### src/hw/rtl/lzt_pkg.sv
// Shared constants, command codes and status type for the LZ77 tokenizer.
package lzt_pkg;

   localparam int BUFFER_BYTES_DEF  = 65536;
   localparam int WINDOW_BYTES_DEF  = 4096;
   localparam int HASH_ENTRIES_DEF  = 4096;
   localparam int LONGEST_MATCH_DEF = 255;

   localparam int MIN_MATCH     = 3;
   localparam int CHAIN_DEFAULT = 64;
   localparam int OFFSET_W      = 13;
   localparam int LENGTH_W      = 8;
   localparam int LIMIT_W       = 7;
   localparam int HSUM_W        = 17;
   localparam int HSTEP_W       = 5;
   localparam int HSTEP_TOP     = 2;

   localparam logic KIND_LOAD = 1'b0;
   localparam logic KIND_PULL = 1'b1;

   localparam logic REG_SEARCH_MODE = 1'b0;
   localparam logic REG_CHAIN_LIMIT = 1'b1;

   localparam logic STATUS_TOKEN = 1'b0;
   localparam logic STATUS_NONE  = 1'b1;

   typedef logic [4:0] op_type;
   localparam op_type OP_IDLE        = 5'd0;
   localparam op_type OP_LOAD        = 5'd1;
   localparam op_type OP_CLR         = 5'd2;
   localparam op_type OP_START       = 5'd3;
   localparam op_type OP_HRD0        = 5'd4;
   localparam op_type OP_HRD1        = 5'd5;
   localparam op_type OP_HSUM        = 5'd6;
   localparam op_type OP_HMOD        = 5'd7;
   localparam op_type OP_HEAD_RD     = 5'd8;
   localparam op_type OP_INS         = 5'd9;
   localparam op_type OP_FIND_INIT   = 5'd10;
   localparam op_type OP_LINK_HEAD   = 5'd11;
   localparam op_type OP_CMP_INIT_EX = 5'd12;
   localparam op_type OP_CMP_INIT_CH = 5'd13;
   localparam op_type OP_CMP_RD      = 5'd14;
   localparam op_type OP_CMP_EQ      = 5'd15;
   localparam op_type OP_CMP_DONE    = 5'd16;
   localparam op_type OP_LINK_RD     = 5'd17;
   localparam op_type OP_LINK_TAKE   = 5'd18;
   localparam op_type OP_FIN         = 5'd19;
   localparam op_type OP_EMIT        = 5'd20;
   localparam op_type OP_EMIT_NONE   = 5'd21;

   typedef struct packed {
      logic tok_ok;
      logic new_input;
      logic do_ins;
      logic do_find;
      logic chain_start;
      logic ex_more;
      logic chain_ok;
      logic n_lt_lim;
      logic eq;
      logic k_zero;
      logic hit_max;
      logic clr_last;
   } dp_status_type;

endpackage

### src/hw/rtl/lzt_ctrl.sv
// Controller: sequences loads, head clearing, insertion, search and emit.
module lzt_ctrl (
   input  logic                   clock,
   input  logic                   reset,
   input  logic                   start,
   input  logic                   req_kind,
   input  logic                   search_mode,
   input  lzt_pkg::dp_status_type status,
   output lzt_pkg::op_type        op,
   output logic                   busy
);
   import lzt_pkg::*;

   localparam logic [4:0] S_IDLE     = 5'd0;
   localparam logic [4:0] S_CLR      = 5'd1;
   localparam logic [4:0] S_NONE     = 5'd2;
   localparam logic [4:0] S_INS_CHK  = 5'd3;
   localparam logic [4:0] S_H0       = 5'd4;
   localparam logic [4:0] S_H1       = 5'd5;
   localparam logic [4:0] S_HSUM     = 5'd6;
   localparam logic [4:0] S_HMOD     = 5'd7;
   localparam logic [4:0] S_HEAD_RD  = 5'd8;
   localparam logic [4:0] S_HEADQ    = 5'd9;
   localparam logic [4:0] S_FIND_CHK = 5'd10;
   localparam logic [4:0] S_EX_CHK   = 5'd11;
   localparam logic [4:0] S_CH_CHK   = 5'd12;
   localparam logic [4:0] S_CMP      = 5'd13;
   localparam logic [4:0] S_CMPEQ    = 5'd14;
   localparam logic [4:0] S_CMP_DONE = 5'd15;
   localparam logic [4:0] S_LINK_RD  = 5'd16;
   localparam logic [4:0] S_LINK_TK  = 5'd17;
   localparam logic [4:0] S_FIN      = 5'd18;
   localparam logic [4:0] S_EMIT     = 5'd19;

   logic [4:0] state_ff, state_in;
   logic       find_ff, find_in;

   // next state and command
   always_comb begin
      state_in = state_ff;
      find_in  = find_ff;
      op       = OP_IDLE;
      case (state_ff)
         S_IDLE: begin
            if (start && req_kind == KIND_LOAD) begin
               op = OP_LOAD;
               if (status.new_input) begin
                  state_in = S_CLR;
               end
            end else if (start) begin
               if (status.tok_ok) begin
                  op       = OP_START;
                  find_in  = 1'b0;
                  state_in = S_INS_CHK;
               end else begin
                  state_in = S_NONE;
               end
            end
         end
         S_CLR: begin
            op = OP_CLR;
            if (status.clr_last) begin
               state_in = S_IDLE;
            end
         end
         S_NONE: begin
            op       = OP_EMIT_NONE;
            state_in = S_IDLE;
         end
         S_INS_CHK: state_in = status.do_ins ? S_H0 : S_FIND_CHK;
         S_H0: begin
            op       = OP_HRD0;
            state_in = S_H1;
         end
         S_H1: begin
            op       = OP_HRD1;
            state_in = S_HSUM;
         end
         S_HSUM: begin
            op       = OP_HSUM;
            state_in = S_HMOD;
         end
         S_HMOD: begin
            op = OP_HMOD;
            if (status.k_zero) begin
               state_in = S_HEAD_RD;
            end
         end
         S_HEAD_RD: begin
            op       = OP_HEAD_RD;
            state_in = S_HEADQ;
         end
         S_HEADQ: begin
            if (find_ff) begin
               op       = OP_LINK_HEAD;
               state_in = S_CH_CHK;
            end else begin
               op       = OP_INS;
               state_in = S_FIND_CHK;
            end
         end
         S_FIND_CHK: begin
            if (!status.do_find) begin
               state_in = S_FIN;
            end else if (search_mode) begin
               op       = OP_FIND_INIT;
               state_in = S_EX_CHK;
            end else if (status.chain_start) begin
               op       = OP_FIND_INIT;
               find_in  = 1'b1;
               state_in = S_H0;
            end else begin
               state_in = S_FIN;
            end
         end
         S_EX_CHK: begin
            if (status.ex_more) begin
               op       = OP_CMP_INIT_EX;
               state_in = S_CMP;
            end else begin
               state_in = S_FIN;
            end
         end
         S_CH_CHK: begin
            if (status.chain_ok) begin
               op       = OP_CMP_INIT_CH;
               state_in = S_CMP;
            end else begin
               state_in = S_FIN;
            end
         end
         S_CMP: begin
            if (status.n_lt_lim) begin
               op       = OP_CMP_RD;
               state_in = S_CMPEQ;
            end else begin
               state_in = S_CMP_DONE;
            end
         end
         S_CMPEQ: begin
            op       = OP_CMP_EQ;
            state_in = status.eq ? S_CMP : S_CMP_DONE;
         end
         S_CMP_DONE: begin
            op = OP_CMP_DONE;
            if (search_mode) begin
               state_in = S_EX_CHK;
            end else if (status.hit_max) begin
               state_in = S_FIN;
            end else begin
               state_in = S_LINK_RD;
            end
         end
         S_LINK_RD: begin
            op       = OP_LINK_RD;
            state_in = S_LINK_TK;
         end
         S_LINK_TK: begin
            op       = OP_LINK_TAKE;
            state_in = S_CH_CHK;
         end
         S_FIN: begin
            op       = OP_FIN;
            state_in = S_EMIT;
         end
         S_EMIT: begin
            op       = OP_EMIT;
            state_in = S_IDLE;
         end
         default: state_in = S_IDLE;
      endcase
   end

   // hold state; reset starts with a head clearing sweep
   always_ff @(posedge clock) begin
      if (reset) begin
         state_ff <= S_CLR;
         find_ff  <= 1'b0;
      end else begin
         state_ff <= state_in;
         find_ff  <= find_in;
      end
   end

   assign busy = state_ff != S_IDLE;

endmodule

### config.mk
export PLATFORM = sky130hd
export DESIGN_NAME = lzt_ctrl
export DESIGN_NICKNAME = d
export VERILOG_FILES = /design/src/hw/rtl/lzt_pkg.sv /design/src/hw/rtl/lzt_ctrl.sv
export SDC_FILE = /design/constraint.sdc
export NUM_CORES = 1
export LEC_CHECK = 0
export BUFFER_PORTS_ARGS = -buffer_cell sky130_fd_sc_hd__buf_4
export CAP_MARGIN = 20
export CORE_UTILIZATION = 42
export CTS_CLUSTER_DIAMETER = 60
export DETAILED_ROUTE_END_ITERATION = 7
export GPL_TIMING_DRIVEN = 0
export PLACE_DENSITY = 0.73
export SLEW_MARGIN = 20
export SYNTH_ARGS = -nofsm -noshare
export SYNTH_HDL_FRONTEND = slang
export SYNTH_SLANG_ARGS = --single-unit
export TNS_END_PERCENT = 10
### constraint.sdc
create_clock -name clock -period 4.1 [get_ports clock]
set_input_delay 0.615 -clock clock [delete_from_list [all_inputs] [get_ports clock]]
set_output_delay 0.615 -clock clock [all_outputs]
set_load 0.005 [all_outputs]
==> impl_results.md, run 1 <==
* Status: finished, final reports clean
* CP required at 3480 ps
* H-tree Lvls at 1
* Worst setup endpoint: op[1]
* NumNets Final at 177
* Pre-antenna DRT Iters at 4
* Post-synth top flop: dfxtp_1
* CP startpoint: state_ff[0]
* WL/cell at 16.1 um
* Reg clk slew, reported paths at 40 ps
* Finished Layout Cells at 185
* Relative slew margins at 69.1%
* WP buf/inv at 3
* FF-to-FF setup slack at 2230 ps
* Commonest cells post-synth: nand2_1 (14), o21ai_0 (10), nor2b_1 (9), a21oi_1 (8), nor2_1 (8)
* Reg2reg start: state_ff[0]
* Critical path peak fanout at 10
* Area leader, netlist: dfxtp_1
* GRT overflow at 0
* Top Family by Delay on Critical Path: buffers and inverters
* Core Box Area at 0.00200 mm2
* Slowest Stage Delay on Critical Path at 410 ps
* Critical path launch point type: flip-flop
* Final setup violation count at 0
* Port buffer count at 22
* Dpl cells at 182
* Gr usage total at 27.2%
* Post-CTS Setup Inserts at 0
* GPL Wtd Cong at 0.967
* Area growth syn-to-layout at 24.4%
* Fin crit share at 63.1%
* Yosys warns at 0
* Most frequent CP cell: buf_4
* Post-synth EDFFs at 0
* Fraction of final layout cells sized beyond drive strength 1 at 25.3%
* Initial cell density of the core at 45.3%
* Core Rows at 16
* TritonCTS buffer count at 3
* Worst Setup End Kind: primary output
* Slew @ Worst Pin at 464 ps
* Clk_lat worst skew at 240 ps
* Max Clock Freq at 387 MHz
* Setup Total Neg Slack at 0 ps
* Crit path arrival time at 1970 ps
* Crit path time final at 2590 ps
* Max Cap Viol at 0
* Syn Nets at 150
* Largest net degree at the start of global routing at 11
* Clk root buf: clkbuf_4
* Slowest CP cell: dfxtp_1
* Vias in the first global route at 1,070
* Total clock sinks at 6
* Max rail drop VDD at 209 uV
* Die ar. at 0.00235 mm2
* Final Skew at 2.59 ps
* Worst path cell trace: buf_2 -> buf_4 -> nor2_1 -> a32oi_1 -> o21ai_1 -> or3b_1 -> buf_4
* Final Hold Viols at 0
* Async SR Flop Fraction at 0%
* Antenna fix cells at 0
* # hold bufs at CTS at 0
* Netlist Area Pre-Place at 907 um2
* FF+latch count, synth at 6
* Vias at 1,143
* Reg2reg path depth at 6
* Die Y at 48.5 um
* Worst Slack Setup Final at 1510 ps
* Stages on the worst setup path at 7
* Max Root-Sink Buffers at 2
* Ports at 23
* TritonCTS clock tree: yes
* Die X-Extent at 48.5 um
* RSZ-0062 raised after global routing: false
* Drt via density at 6.18
* Fin. max-slew vios at 0
* DR iter-0 viols at 43
* Global-route wire length before repair at 5.04 mm
* Hold Path Class: input port to flip-flop
* Pre-CTS WS at 1680 ps
* Synth unique cells at 47
* P_leak at 0.434 nW
* Most common cell in the netlist: nand2_1
* DRC Markers at 0
* Mapped Cells at 133
* Dpl hpwl at 2.31 mm
* Routed Wire Length at 2.98 mm
* Synth area leaders: dfxtp_1 (13%), nor2b_1 (6.2%), nand2_1 (5.8%)
* Synthesized area per cell at 6.82 um2
* Crit Path Category: flip-flop to primary output
* Initial antenna violation count at 0
* PD cells at 155 mW/mm2
* Post-cts resize count at 0
* Synth top area share at 13.2%
* DRT antenna net count at 0
* Sequential share of the synthesized area at 13.2%
* RR Endpoint: state_ff[1]
* Final Total Pwr at 0.175 mW
* Hold path depth at 2
## sequential cells by signal, indices dropped and copies added, names as in the netlist
signal / flops
find_ff: 1
state_ff: 5
## logic make-up after synthesis
kind of cell / after synthesis / share of synthesized area [%]
flops: 6 / 13.2
simple gates: 59 / 37.2
compound gates: 49 / 36.8
buf+inv: 17 / 10.5
mux: 1 / 1.24
xor+xnor: 1 / 0.966
## cell type report
class                   count  area [um2]
inverters                   5        18.8
flip-flops and latches      6         120
repair buffers             22         165
plain buffers              12        76.3
clock buffers               3        22.5
well taps                  27        33.8
fillers                   215         873
multi-input cells         110         692
## cells in the final DEF, fill, tap and decap left out, types with 2 or more instances in the layout
| master | Yosys | layout |
|---|---|---|
| o21ai_1 | 5 | 5 |
| nand3_1 | 3 | 3 |
| o21ai_0 | 10 | 10 |
| clkbuf_4 | 0 | 3 |
| a32oi_1 | 6 | 6 |
| nand2_1 | 14 | 14 |
| nor2_1 | 8 | 8 |
| buf_6 | 2 | 2 |
| o31ai_1 | 3 | 3 |
| o22ai_1 | 3 | 3 |
| a31oi_1 | 2 | 2 |
| nor3_1 | 7 | 7 |
| dfxtp_1 | 6 | 6 |
| buf_2 | 4 | 4 |
| nand2b_1 | 3 | 3 |
| or3_1 | 2 | 2 |
| inv_1 | 5 | 5 |
| a21oi_1 | 8 | 8 |
| nand4b_1 | 2 | 2 |
| nor2b_1 | 9 | 9 |
| buf_4 | 3 | 25 |
| clkbuf_1 | 2 | 2 |
## per-layer routing
| metal | vias up | wire length [um] | track usage [%] |
|---|---|---|---|
| met2 | 67 | 1410 | 44.1 |
| li1 | 557 | - | - |
| met4 | 0 | 42 | 8.82 |
| met3 | 6 | 268 | 4.40 |
| met1 | 513 | 1260 | 36.5 |
| met5 | - | 0 | 0 |
## where the power goes
group | total [mW] | switching, mW | internal [mW]
logic | 0.0612 | 0.0312 | 0.0300
registers | 0.0616 | 0.00177 | 0.0598
clock network | 0.0522 | 0.0193 | 0.0330
total | 0.175 | 0.0523 | 0.123
## through the flow
stage          hold WS (ps)  cell area (um2)  util [%]
6_report                576             1130      56.4
2_1_floorplan           507              907         -
4_1_cts                 567             1130      56.4
3_5_place_dp            614             1110      55.3
3_3_place_gp            610             1110      55.3
5_1_grt                 581             1130      56.4
## worst min-delay path by stage
| stage | end | startpoint | slack (ps) |
|---|---|---|---|
| floorplan | find_ff | find_ff | 510 |
| global placement | find_ff | find_ff | 610 |
| detailed placement | find_ff | find_ff | 610 |
| CTS | state_ff[2] | reset | 570 |
| finish | state_ff[2] | reset | 580 |
| global route | state_ff[4] | reset | 580 |
Power figures use the tool's default switching activity.
==> run 2: changes to the inputs <==
==> constraint.sdc (replaced) <==
create_clock -name clock -period 2.46 [get_ports clock]
set_input_delay 0.369 -clock clock [delete_from_list [all_inputs] [get_ports clock]]
set_output_delay 0.369 -clock clock [all_outputs]
set_load 0.005 [all_outputs]
==> run 2 against run 1 <==
Compared with the run above:
- sequential share of layout area about the same
- via count is the same
- cell count unchanged
- sequential power up 67%
- power rose by 67%
- combinational power up 67%
- first-iteration DRC count stayed put
- die area is the same
- clock-buffer cell count is the same
- critical path depth is the same
- register-to-register slack worse by 1600 ps
- critical path type unchanged
- largest cell class unchanged
==> impl_results.md, run 2 (synthesis results as in run 1) <==
* Status: finished, final reports clean (unchanged)
* Top flop regs: state_ff (5), find_ff (1) (unchanged)
* DRT antenna net count at 0 (unchanged)
* Largest reg by FF count: state_ff (unchanged)
* TritonCTS buffer count at 3 (unchanged)
* Ports at 23 (unchanged)
* Core Box Area at 0.00200 mm2 (unchanged)
* Global-route wire length before repair at 5.04 mm (unchanged)
* Fraction of final layout cells sized beyond drive strength 1 at 25.3% (unchanged)
* Largest net degree at the start of global routing at 11 (unchanged)
* Most frequent cells in the layout: buf_4 (25), nand2_1 (14), o21ai_0 (10) (unchanged)
* Die ar. at 0.00235 mm2 (unchanged)
* Final setup violation count at 0 (unchanged)
* Gr usage total at 27.2% (unchanged)
* # hold bufs at CTS at 0 (unchanged)
* H-tree Lvls at 1 (unchanged)
* Relative slew margins at 68.9% (was 69.1%)
* Critical path launch point type: flip-flop (unchanged)
* WL/cell at 16.1 um (about the same)
* Clk root buf: clkbuf_4 (unchanged)
* Max rail drop VDD at 349 uV (was 209 uV)
* Critical path peak fanout at 10 (unchanged)
* Setup Total Neg Slack at 0 ps (unchanged)
* Reg2reg start: state_ff[0] (unchanged)
* Fin crit share at 93.6%
* GRT overflow at 0 (unchanged)
* DRT met1 WL at 1.25 mm (was 1.26 mm)
* Drt via density at 6.18 (unchanged)
* Hold Path Class: input port to flip-flop (unchanged)
* HP Start: reset (unchanged)
* Fin. max-slew vios at 0 (unchanged)
* Area growth syn-to-layout at 24.7% (was 24.4%)
* Crit Path Category: flip-flop to primary output (unchanged)
* Initial antenna violation count at 0 (unchanged)
* Reg clk slew, reported paths at 40 ps (about the same)
* RR Endpoint: state_ff[1] (unchanged)
* Hold WS at 330 ps (was 576 ps)
* Hold path depth at 2 (unchanged)
* Fill cell count at 214 (was 215)
* Met3 WL at 267 um (was 268 um)
* PD cells at 258 mW/mm2 (was 155 mW/mm2)
* GPL Wtd Cong at 0.967 (unchanged)
* Max Root-Sink Buffers at 2 (unchanged)
* DRC Markers at 0 (unchanged)
* Vias in the first global route at 1,070 (unchanged)
* Commonest non-fill, non-tap cell in the layout: buf_4 (unchanged)
* Sink of the worst hold path: state_ff[2] (unchanged)
* CP required at 2090 ps (was 3480 ps)
* Die X-Extent at 48.5 um (unchanged)
* Die Y at 48.5 um (unchanged)
* Total clock sinks at 6 (unchanged)
* Vias at 1,143 (unchanged)
* Worst Setup End Kind: primary output (unchanged)
* Clk_lat worst skew at 240 ps (about the same)
* RSZ-0062 raised after global routing: false (unchanged)
* Core Rows at 16 (unchanged)
* Max Cap Viol at 0 (unchanged)
* Final Hold Viols at 0 (unchanged)
* DR WL met2 at 1.41 mm (about the same)
* Max Clock Freq at 434 MHz
* Initial cell density of the core at 45.3% (unchanged)
* Dpl hpwl at 2.31 mm (unchanged)
* Crit path arrival time at 1930 ps (was 1970 ps)
* Pre-antenna DRT Iters at 4 (unchanged)
* FF-to-FF setup slack at 610 ps (was 2230 ps)
* Crit path time final at 2300 ps
* Slew @ Worst Pin at 466 ps (was 464 ps)
* Largest register FFs at 5 (unchanged)
* NumNets Final at 177 (unchanged)
* Antenna fix cells at 0 (unchanged)
* Top Metal Used: met4 (unchanged)
* TritonCTS clock tree: yes (unchanged)
* Final Skew at 2.59 ps (about the same)
* Routed Wire Length at 2.97 mm (was 2.98 mm)
* Post-CTS Setup Inserts at 0 (unchanged)
* DR iter-0 viols at 43 (unchanged)
* Reg2reg path depth at 6 (unchanged)
* Port buffer count at 22 (unchanged)
* Post-cts resize count at 0 (unchanged)
* P_leak at 0.436 nW (was 0.434 nW)
## run 2: cell types whose count changed in the layout (fill, tap and decap cells not counted), sizes merged
cell | before | now
buf | 32 | 31
clkbuf | 5 | 6
## run 2: critical path, cell delays in order (launching register included)
cell and delay, ps:
dfxtp_1 410, clkbuf_4 250, buf_4 200, nor2_1 60
a32oi_1 190, o21ai_1 70, or3b_1 360, buf_4 140
## run 2: layout make-up
type / count / area, um2 / share of cell area (%)
multi-input combinational: 110 / 692 / 61.2
timing repair buffer: 22 / 165 / 14.6
sequential: 6 / 120 / 10.6
buffer: 12 / 78.8 / 6.97
tap: 27 / 33.8 / 2.99
clock buffer: 3 / 22.5 / 1.99
inverter: 5 / 18.8 / 1.66
## run 2: worst max path at each step
| stage | startpoint | slack (ps) | to |
|---|---|---|---|
| after CTS | state_ff[0] | 110 | op[1] |
| after global routing | state_ff[0] | 20 | op[1] |
| after floorplan | state_ff[0] | 690 | op[0] |
| after global placement | state_ff[0] | 410 | op[1] |
| final | state_ff[0] | 160 | op[1] |
| after detailed placement | state_ff[0] | 380 | op[1] |
## run 2: routing by layer
metal	GRT usage, %	vias to the layer above
met5	0	-
met4	8.82	0
met1	36.5	512
li1	-	557
met2	44.1	68
met3	4.40	6
## run 2: where the power goes
group | leakage [nW] | internal [mW] | switching (mW)
combinational | 0.373 | 0.0506 | 0.0519
clock | 0.0138 | 0.0549 | 0.0321
sequential | 0.0487 | 0.0997 | 0.00297
## run 2: metrics by stage
stage	worst slack [ps]	std cells	cell area (um2)	power [mW]	utilization, %
floorplan	689	133	907	0.158	-
global placement	408	182	1110	0.203	55.3
detailed placement	384	182	1110	0.205	55.3
CTS	108	185	1130	0.295	56.4
global route	19.9	185	1130	0.314	56.5
finish	158	185	1130	0.292	56.5
